===== src/hw/rtl/htwd_ram.sv =====
// Generic single-write, single-read RAM with registered read data.
module htwd_ram #(
  parameter int WIDTH = 8,
  parameter int DEPTH = 16
) (
  input  logic                     clk,
  input  logic                     wr_en,
  input  logic [$clog2(DEPTH)-1:0] wr_addr,
  input  logic [WIDTH-1:0]         wr_data,
  input  logic                     rd_en,
  input  logic [$clog2(DEPTH)-1:0] rd_addr,
  output logic [WIDTH-1:0]         rd_data
);

  logic [WIDTH-1:0] mem [DEPTH];

  always_ff @(posedge clk) begin
    if (wr_en) begin
      mem[wr_addr] <= wr_data;
    end
    if (rd_en) begin
      rd_data <= mem[rd_addr];
    end
  end

endmodule


===== config.mk =====
export PLATFORM = sky130hd
export DESIGN_NAME = htwd_ram
export DESIGN_NICKNAME = d
export VERILOG_FILES = /design/src/hw/rtl/htwd_ram.sv
export SDC_FILE = /design/constraint.sdc
export NUM_CORES = 1
export LEC_CHECK = 0
export BUFFER_PORTS_ARGS = -buffer_cell sky130_fd_sc_hd__buf_2
export CORE_MARGIN = 5
export CORE_UTILIZATION = 55
export CTS_BUF_LIST = sky130_fd_sc_hd__clkbuf_8
export DETAILED_ROUTE_END_ITERATION = 8
export PLACE_DENSITY = 0.78
export SLEW_MARGIN = 20
export SYNTH_ARGS = -nofsm -noshare
export SYNTH_HDL_FRONTEND = slang
export SYNTH_SLANG_ARGS = --single-unit

===== constraint.sdc =====
create_clock -name clk -period 2.8 [get_ports clk]
set_clock_uncertainty 0.2 [all_clocks]
set_input_delay 0.56 -clock clk [delete_from_list [all_inputs] [get_ports clk]]
set_output_delay 0.56 -clock clk [all_outputs]
set_load 0.005 [all_outputs]

==> flow_summary.ini <==
[synthesis]
syn_inst = 229
syn_avg_cell_area_um2 = 22.8
netlist_area_um2 = 5230
synth-seq-cells = 136
ys_seq_area_share_pct = 78.1
syn_nets = 248
ys_top_cells_by_area = edfxtp_1, mux4_2, mux4_1, a22oi_1, nor2_1
yosysTopAreaCell = edfxtp_1
synth_top_area_share_pct = 78.1
ys_types = 18
yosysWarningCount = 0

[global_routing]
grt_max_degree = 33
grt.overflow.total = 0
antenna_found_initial = 0
grt_pass1_vias = 2651
grt_util_all_layers_pct = 19.5
grt_pass1_wl_mm = 15.8

[critical_path]
r2r_slack_ps = 1060
start_kind = primary input
crit_start = rd_addr[0]
critPathRequiredTime_ps = 2770
crit_arrival_ps = 1910
path_class = primary input to register
worstRegToRegCells = 3
critPathCapture = rd_data[0]$_DFFE_PP_
critPathMaxFanout = 32
reg2reg_from = mem[1][5]$_DFFE_PP_
critPathCaptureType = register
slowest_stage = mux4_1
cpPeakStageDelay_ps = 590
r2r_end = rd_data[5]$_DFFE_PP_
path_cells = buf_2 -> buf_12 -> mux4_1 -> a22oi_1 -> nand2_1

[timing]
rsz0062_at_grt = false
min_period_ps = 1940
fin_crit_sh_pct = 69.2
slew_headroom_pct = 72.8
worst_slack_ps = 862
tightest_slew_ps = 408
slew_violations = 0
hold_viol = 0
setup_viol = 0
clock.fmax_mhz = 516
fin_setup_tns_ps = 0

[clock_tree]
cts_inserted_buffers = 17
clock_sinks = 136
cts_tree = yes
htree_levels = 4
cts.clk_slew.worst_paths_ps = 70
cts_hold_buf = 0
cts_setup_buffers = 0
ctsLongestPathBuffers = 2
clkLatencyLatePin_ps = 420
post_cts_resized = 0
clock-root-buffer = clkbuf_8

[run]
cap_violations = 0

[final_layout]
final_area_um2 = 6010
multi_input_area_um2 = 1060
nNetsFinal = 304
post_route_cells_drive_above_1_share_pct = 31.6
n_fill_cell = 583
utilization_pct = 65.0
final-seq-area_um2 = 4080
antenna_cells = 0
area_delta_synth_final_pct = 14.9

[power_and_ir_drop]
p_per_area_nw_per_um2 = 680
power_leakage_nw = 2.02
design_power_total_w = 0.00409
peakVddDrop_v = 0.000343

[die]
die_area_um2 = 11600
dieWidth_um = 107
core-area_um2 = 9240
die_h_um = 107
num_rows = 35
initial_core_util_pct = 56.6
io_pins = 27

[routing]
viasPerCell = 5.90
routed_wl_mm = 10.1
vias = 2515
postRouteAntennaNets = 0
drt_first_pass_iters = 5
drc = 0
first_iter_violations = 213
wl_per_cell_um = 23.6

[hold_path]
hold_depth = 1
hp-class = primary input to register
hold_start = wr_data[7]

[placement]
place_area_um2 = 5620
gp_congestion = 0.763
dp_hpwl_mm = 6.21
numPortBuffers = 26
dpl_worst_slack_ps = 418

[status]
status = complete, no violations
==> cells in the mapped netlist, drive strengths merged <==
cell and n:
a22oi 16, and2 1, and2b 1, buf 7, clkdlybuf4s25 3, edfxtp 136, mux4 32, nand2 9
nand2b 2, nand3 1, nand3b 2, nor2 13, nor2b 1, nor3 4, or3b 1
==> worst min path at each step <==
stage | end | slack, ps
after floorplan | mem[0][0]$_DFFE_PP_ | 460
after global placement | rd_data[0]$_DFFE_PP_ | 530
after detailed placement | rd_data[0]$_DFFE_PP_ | 550
after CTS | mem[7][7]$_DFFE_PP_ | 290
after global routing | rd_data[3]$_DFFE_PP_ | 280
final | mem[4][7]$_DFFE_PP_ | 310
==> logic make-up after synthesis <==
| family | synth area share, % |
|---|---|
| DFF | 78.1 |
| and+or+nand+nor | 3.14 |
| muxes | 14.8 |
| AOI/OAI and AO/OA | 2.30 |
| buffers and inverters | 1.65 |
==> worst max-delay path: cells and delay by family <==
family | cells | cell delay, ps
compound gates | 1 | 280
mux | 1 | 590
simple gates | 1 | 90
buf+inv | 2 | 370
==> per-layer routing <==
layer	share of wire, %	GRT usage, %	up-vias
li1	-	-	1091
met1	40	25.4	1289
met2	52	32.0	125
met3	7.4	5.28	10
met4	1.4	6.40	0
met5	0	0	-
==> layout by cell type, fill, tap and decap left out <==
cell,netlist,final
or3b_2,1,1
clkinv_4,0,2
buf_12,0,2
and2b_1,1,1
mux4_2,18,18
nand3_1,1,1
nor2b_1,1,1
edfxtp_1,136,136
nor3_1,4,4
and2_1,1,1
clkbuf_8,0,17
nand2_1,9,9
a22oi_1,16,16
nor2_1,13,13
buf_2,3,26
nand3b_1,2,2
clkinv_2,0,2
nand2b_1,2,2
buf_4,1,19
clkinvlp_4,0,4
mux4_1,14,14
clkinv_1,0,3
bufinv_16,0,3
==> sequential cells by signal (all words and copies together), names as in the netlist <==
| signal | count |
|---|---|
| mem | 128 |
| rd_data | 8 |
==> layout make-up <==
| cell class | count | area share, % |
|---|---|---|
| clock buffers | 17 | 3.89 |
| well taps | 129 | 2.69 |
| repair buffers | 47 | 5.21 |
| flip-flops and latches | 136 | 68.0 |
| multi-input cells | 83 | 17.6 |
| clock inverters | 14 | 2.64 |
==> power breakdown <==
group	leakage, nW	internal (W)	switching [W]	total [W]
combinational	0.594	0.0000907	0.000118	0.000208
sequential	1.24	0.00229	0.0000119	0.00230
clock	0.186	0.000864	0.000712	0.00158
==> stage by stage <==
step | cells | hold WS (ps)
after floorplan | 229 | 459
after global placement | 395 | 526
after detailed placement | 395 | 546
after CTS | 426 | 289
after global routing | 426 | 281
final | 426 | 305
No activity file was read; power rests on OpenSTA's default activity.
