[config.mk]
export PLATFORM = sky130hd
export DESIGN_NAME = htwd_out
export DESIGN_NICKNAME = d
export VERILOG_FILES = /design/src/hw/rtl/htwd_pkg.sv /design/src/hw/rtl/htwd_out.sv
export SDC_FILE = /design/constraint.sdc
export NUM_CORES = 1
export LEC_CHECK = 0
export CAP_MARGIN = 20
export CORE_AREA = 2 2 39 41
export CTS_CLUSTER_SIZE = 20
export DETAILED_ROUTE_END_ITERATION = 8
export DIE_AREA = 0 0 41 43
export DONT_BUFFER_PORTS = 1
export PLACE_DENSITY = 0.62
export SLEW_MARGIN = 40
export SYNTH_ARGS = -nofsm -noshare
export SYNTH_HDL_FRONTEND = slang
export SYNTH_SLANG_ARGS = --single-unit
[constraint.sdc]
create_clock -name clk -period 2.9 [get_ports clk]
set_input_delay 0.29 -clock clk [delete_from_list [all_inputs] [get_ports clk]]
set_output_delay 0.29 -clock clk [all_outputs]
set_load 0.005 [all_outputs]
[src/hw/rtl/htwd_pkg.sv]
// Shared types, register indexes and constants of the Huffman tree-walk decoder.
package htwd_pkg;

  localparam int TREE_NODES_DEF = 512;
  localparam int IDX_W          = 9;
  localparam int SYM_W          = 8;
  localparam int CFG_IDX_W      = 8;
  localparam int CFG_DATA_W     = 9;
  localparam int PAD_W          = 3;
  localparam int BITS_PER_BYTE  = 8;
  localparam int REM_W          = 4;

  localparam logic [CFG_IDX_W-1:0] REG_PADDING_BITS = CFG_IDX_W'(0);
  localparam logic [CFG_IDX_W-1:0] REG_ROOT_INDEX   = CFG_IDX_W'(1);

  localparam logic KIND_LOAD   = 1'b0;
  localparam logic KIND_STREAM = 1'b1;

  typedef struct packed {
    logic             kind;
    logic [IDX_W-1:0] node_index;
    logic             node_is_leaf;
    logic [SYM_W-1:0] node_symbol;
    logic [IDX_W-1:0] left_child;
    logic [IDX_W-1:0] right_child;
    logic [SYM_W-1:0] stream_byte;
    logic             last_byte;
  } in_item_t;

  typedef struct packed {
    logic [SYM_W-1:0] decoded_symbol;
    logic             last_in_run;
  } out_item_t;

  typedef struct packed {
    logic             leaf;
    logic [SYM_W-1:0] symbol;
    logic [IDX_W-1:0] left;
    logic [IDX_W-1:0] right;
  } node_t;

  localparam int NODE_W = $bits(node_t);

  // Sequencer to output stage: a new symbol, or close of the current byte's run
  typedef struct packed {
    logic             push;
    logic             fin;
    logic [SYM_W-1:0] symbol;
  } emit_req_t;

  typedef enum logic [2:0] {
    ST_IDLE,
    ST_ROOT,
    ST_CUR,
    ST_WALK,
    ST_RLEAF,
    ST_FLUSH
  } state_t;

endpackage

[src/hw/rtl/htwd_out.sv]
// Output stage: holds the newest symbol back until the next one or the run end tags it.
module htwd_out (
  input  logic                clk,
  input  logic                rst_n,
  input  htwd_pkg::emit_req_t req,
  output logic                req_ok,
  output logic                out_valid,
  input  logic                out_ready,
  output htwd_pkg::out_item_t out_data
);
  import htwd_pkg::*;

  logic             pend_v_r, pend_v_nxt;
  logic [SYM_W-1:0] pend_sym_r, pend_sym_nxt;
  logic             out_v_r, out_v_nxt;
  out_item_t        out_d_r, out_d_nxt;

  // A request can go through unless both the held symbol and the output register are full and the receiver is not ready
  assign req_ok = !pend_v_r || !out_v_r || out_ready;

  always_comb begin
    pend_v_nxt   = pend_v_r;
    pend_sym_nxt = pend_sym_r;
    out_v_nxt    = out_v_r && !out_ready;
    out_d_nxt    = out_d_r;
    if ((req.push || req.fin) && req_ok && pend_v_r) begin
      out_v_nxt                = 1'b1;
      out_d_nxt.decoded_symbol = pend_sym_r;
      out_d_nxt.last_in_run    = req.fin;
    end
    if (req.push && req_ok) begin
      pend_v_nxt   = 1'b1;
      pend_sym_nxt = req.symbol;
    end else if (req.fin && req_ok) begin
      pend_v_nxt = 1'b0;
    end
  end

  always_ff @(posedge clk) begin
    if (!rst_n) begin
      pend_v_r <= 1'b0;
      out_v_r  <= 1'b0;
    end else begin
      pend_v_r <= pend_v_nxt;
      out_v_r  <= out_v_nxt;
    end
    pend_sym_r <= pend_sym_nxt;
    out_d_r    <= out_d_nxt;
  end

  assign out_valid = out_v_r;
  assign out_data  = out_d_r;

endmodule

==> reports/results.tsv <==
metric	value	unit
status	completed	
crit_required	2820	ps
cts_buffer_depth	2	
dr.pass1.iters	4	
grt_pass1_wl	1140	um
ir_drop	0.281	mV
cts_tree	yes	
wl_per_cell	15.6	um
antenna_found_initial	0	
fin_crit_sh	51.8	%
routed_wl	763	um
start_util	43.6	%
drtIter0Drc	10	
drive_above_1_share	12.1	%
htreeDepth	1	
num_vias	265	
start_kind	flip-flop	
maxCapViolCount	0	
cp_max_fo	8	
avgSynthCellArea	20.8	sq um
pre_cts_ws	1380	ps
timing.fmax	0.665	GHz
fin_crit	1500	ps
finalSetupTns	0	ps
fin_nets	47	
gp_congestion	0.721	
tightestPinTransition	759	ps
cts-resized-gates	0	
slew_headroom	49.4	%
crit_type	flip-flop to flip-flop	
dieArea	1760	sq um
slowest_delay	620	ps
hold_viol	0	
setup_viol	0	
ys_warn_count	0	
fp.dieW	41	um
cts.root.buffer_cell	clkbuf_4	
layout_setup_ws	1400	ps
path_cells	nor2b_1 -> a21oi_1	
syn2layout_area_growth	7.88	%
clk_latency	280	ps
numPortBuffers	0	
via_per_inst	5.41	
ys_seq_area_share	91.3	%
holdBufCountCts	0	
slowest_stage	a21oi_1	
cts_buffers	3	
antenna_cells	0	
leakagePower	0.000216	uW
worstPathBufferInverterCount	0	
finalClockSkew	5.61	ps
fp.coreArea	1380	sq um
hold_path.class	input pin to flip-flop	
crit_family	compound AO/OA/AOI/OAI gates	
ios	24	
path_clk_slew	100	ps
antenna_left	0	
drc_errors	0	
synthCells	29	
grt_max_degree	12	
track_usage	10.5	%
place_hpwl	586	um
end_kind	flip-flop	
syn_area	603	sq um
maxSlewViolCount	0	
yosysUniqueCellTypes	11	
cp.arrival	1430	ps
rows	14	
grt_setup_unrepaired	false	
postCtsSetupBuffers	0	
grt_overflow_total	0	
powerDensity	700	nW/um^2
syn_nets	42	
grt_pass1_vias	263	
ys_ff_latch	19	
die_y	43	um
clock-sinks	19	
-- per-stage QoR --
stage	util (%)	cells	hold slack (ps)	instance area (sq um)	total power (uW)
floorplan	-	29	389	603	333
global placement	45.0	45	389	623	335
detailed placement	45.0	45	389	623	337
CTS	47.0	49	82.9	651	461
global route	47.0	49	69.7	651	475
finish	47.0	49	92.1	651	456
-- cells in the mapped netlist --
cell / instances / area share (%)
nor2_1: 1 / 0.62
nand2b_1: 1 / 1.0
dfxtp_1: 2 / 6.6
edfxtp_1: 17 / 85
nor2b_1: 1 / 1.0
a21oi_1: 1 / 0.83
o21ai_0: 2 / 1.7
inv_1: 1 / 0.62
a31oi_1: 1 / 1.0
nand2_1: 1 / 0.62
a21boi_1: 1 / 1.2
-- path summary, 6_finish.rpt --
path,start,to,slack (ps),depth (start not counted)
setup / recovery,out_valid,pend_sym_r[0],1400,2
hold / removal,req[5],pend_sym_r[5],90,0
setup reg to reg,out_valid,pend_sym_r[0],1400,2
hold reg to reg,pend_sym_r[2],out_data[3],430,0
-- cell usage in the layout, fill, tap and decap left out --
| master | count |
|---|---|
| clkbuf_4 | 3 |
| a31oi_1 | 1 |
| nand2b_1 | 1 |
| o21ai_0 | 2 |
| clkinv_2 | 1 |
| nand2_1 | 1 |
| inv_1 | 1 |
| nor2_1 | 1 |
| edfxtp_1 | 17 |
| dfxtp_1 | 2 |
| a21boi_1 | 1 |
| a21oi_1 | 1 |
| nor2b_1 | 1 |
-- sequential cells by signal, indices dropped and copies added (netlist names) --
register,cells
out_data,9
pend_sym_r,8
out_valid,1
pend_v_r,1
-- cell families after synthesis --
family,after synthesis,share of synthesized area (%)
AO/OA/AOI/OAI,5,4.77
buffers and inverters,1,0.622
flip-flops,19,91.3
AND/OR/NAND/NOR,4,3.32
-- area by class of cell --
class                           count  area (sq um)
Multi-Input combinational cell      9          48.8
Fill cell                         120           733
Tap cell                           16          20.0
Clock inverter                      1          5.00
Inverter                            1          3.75
Sequential cell                    19           551
Clock buffer                        3          22.5
-- power breakdown --
group | internal (uW) | switching [uW]
clock network | 51.1 | 74.8
registers | 315 | 5.48
logic | 2.34 | 7.33
total | 368 | 87.6
-- worst register-to-register path: stages, from the launching register on --
cell and delay, ps:
dfxtp_1 350, nor2b_1 170, a21oi_1 620
-- metal layers --
| metal | vias to the layer above | track usage [%] | part of all wire (%) | wire length (um) |
|---|---|---|---|---|
| met3 | 6 | 4.71 | 7.9 | 60 |
| met5 | - | 0 | 0 | 0 |
| met2 | 19 | 14.4 | 47 | 357 |
| li1 | 117 | - | - | - |
| met1 | 123 | 10.8 | 41 | 316 |
| met4 | 0 | 10.7 | 3.7 | 28 |
No activity file was read; power rests on OpenSTA's default activity.
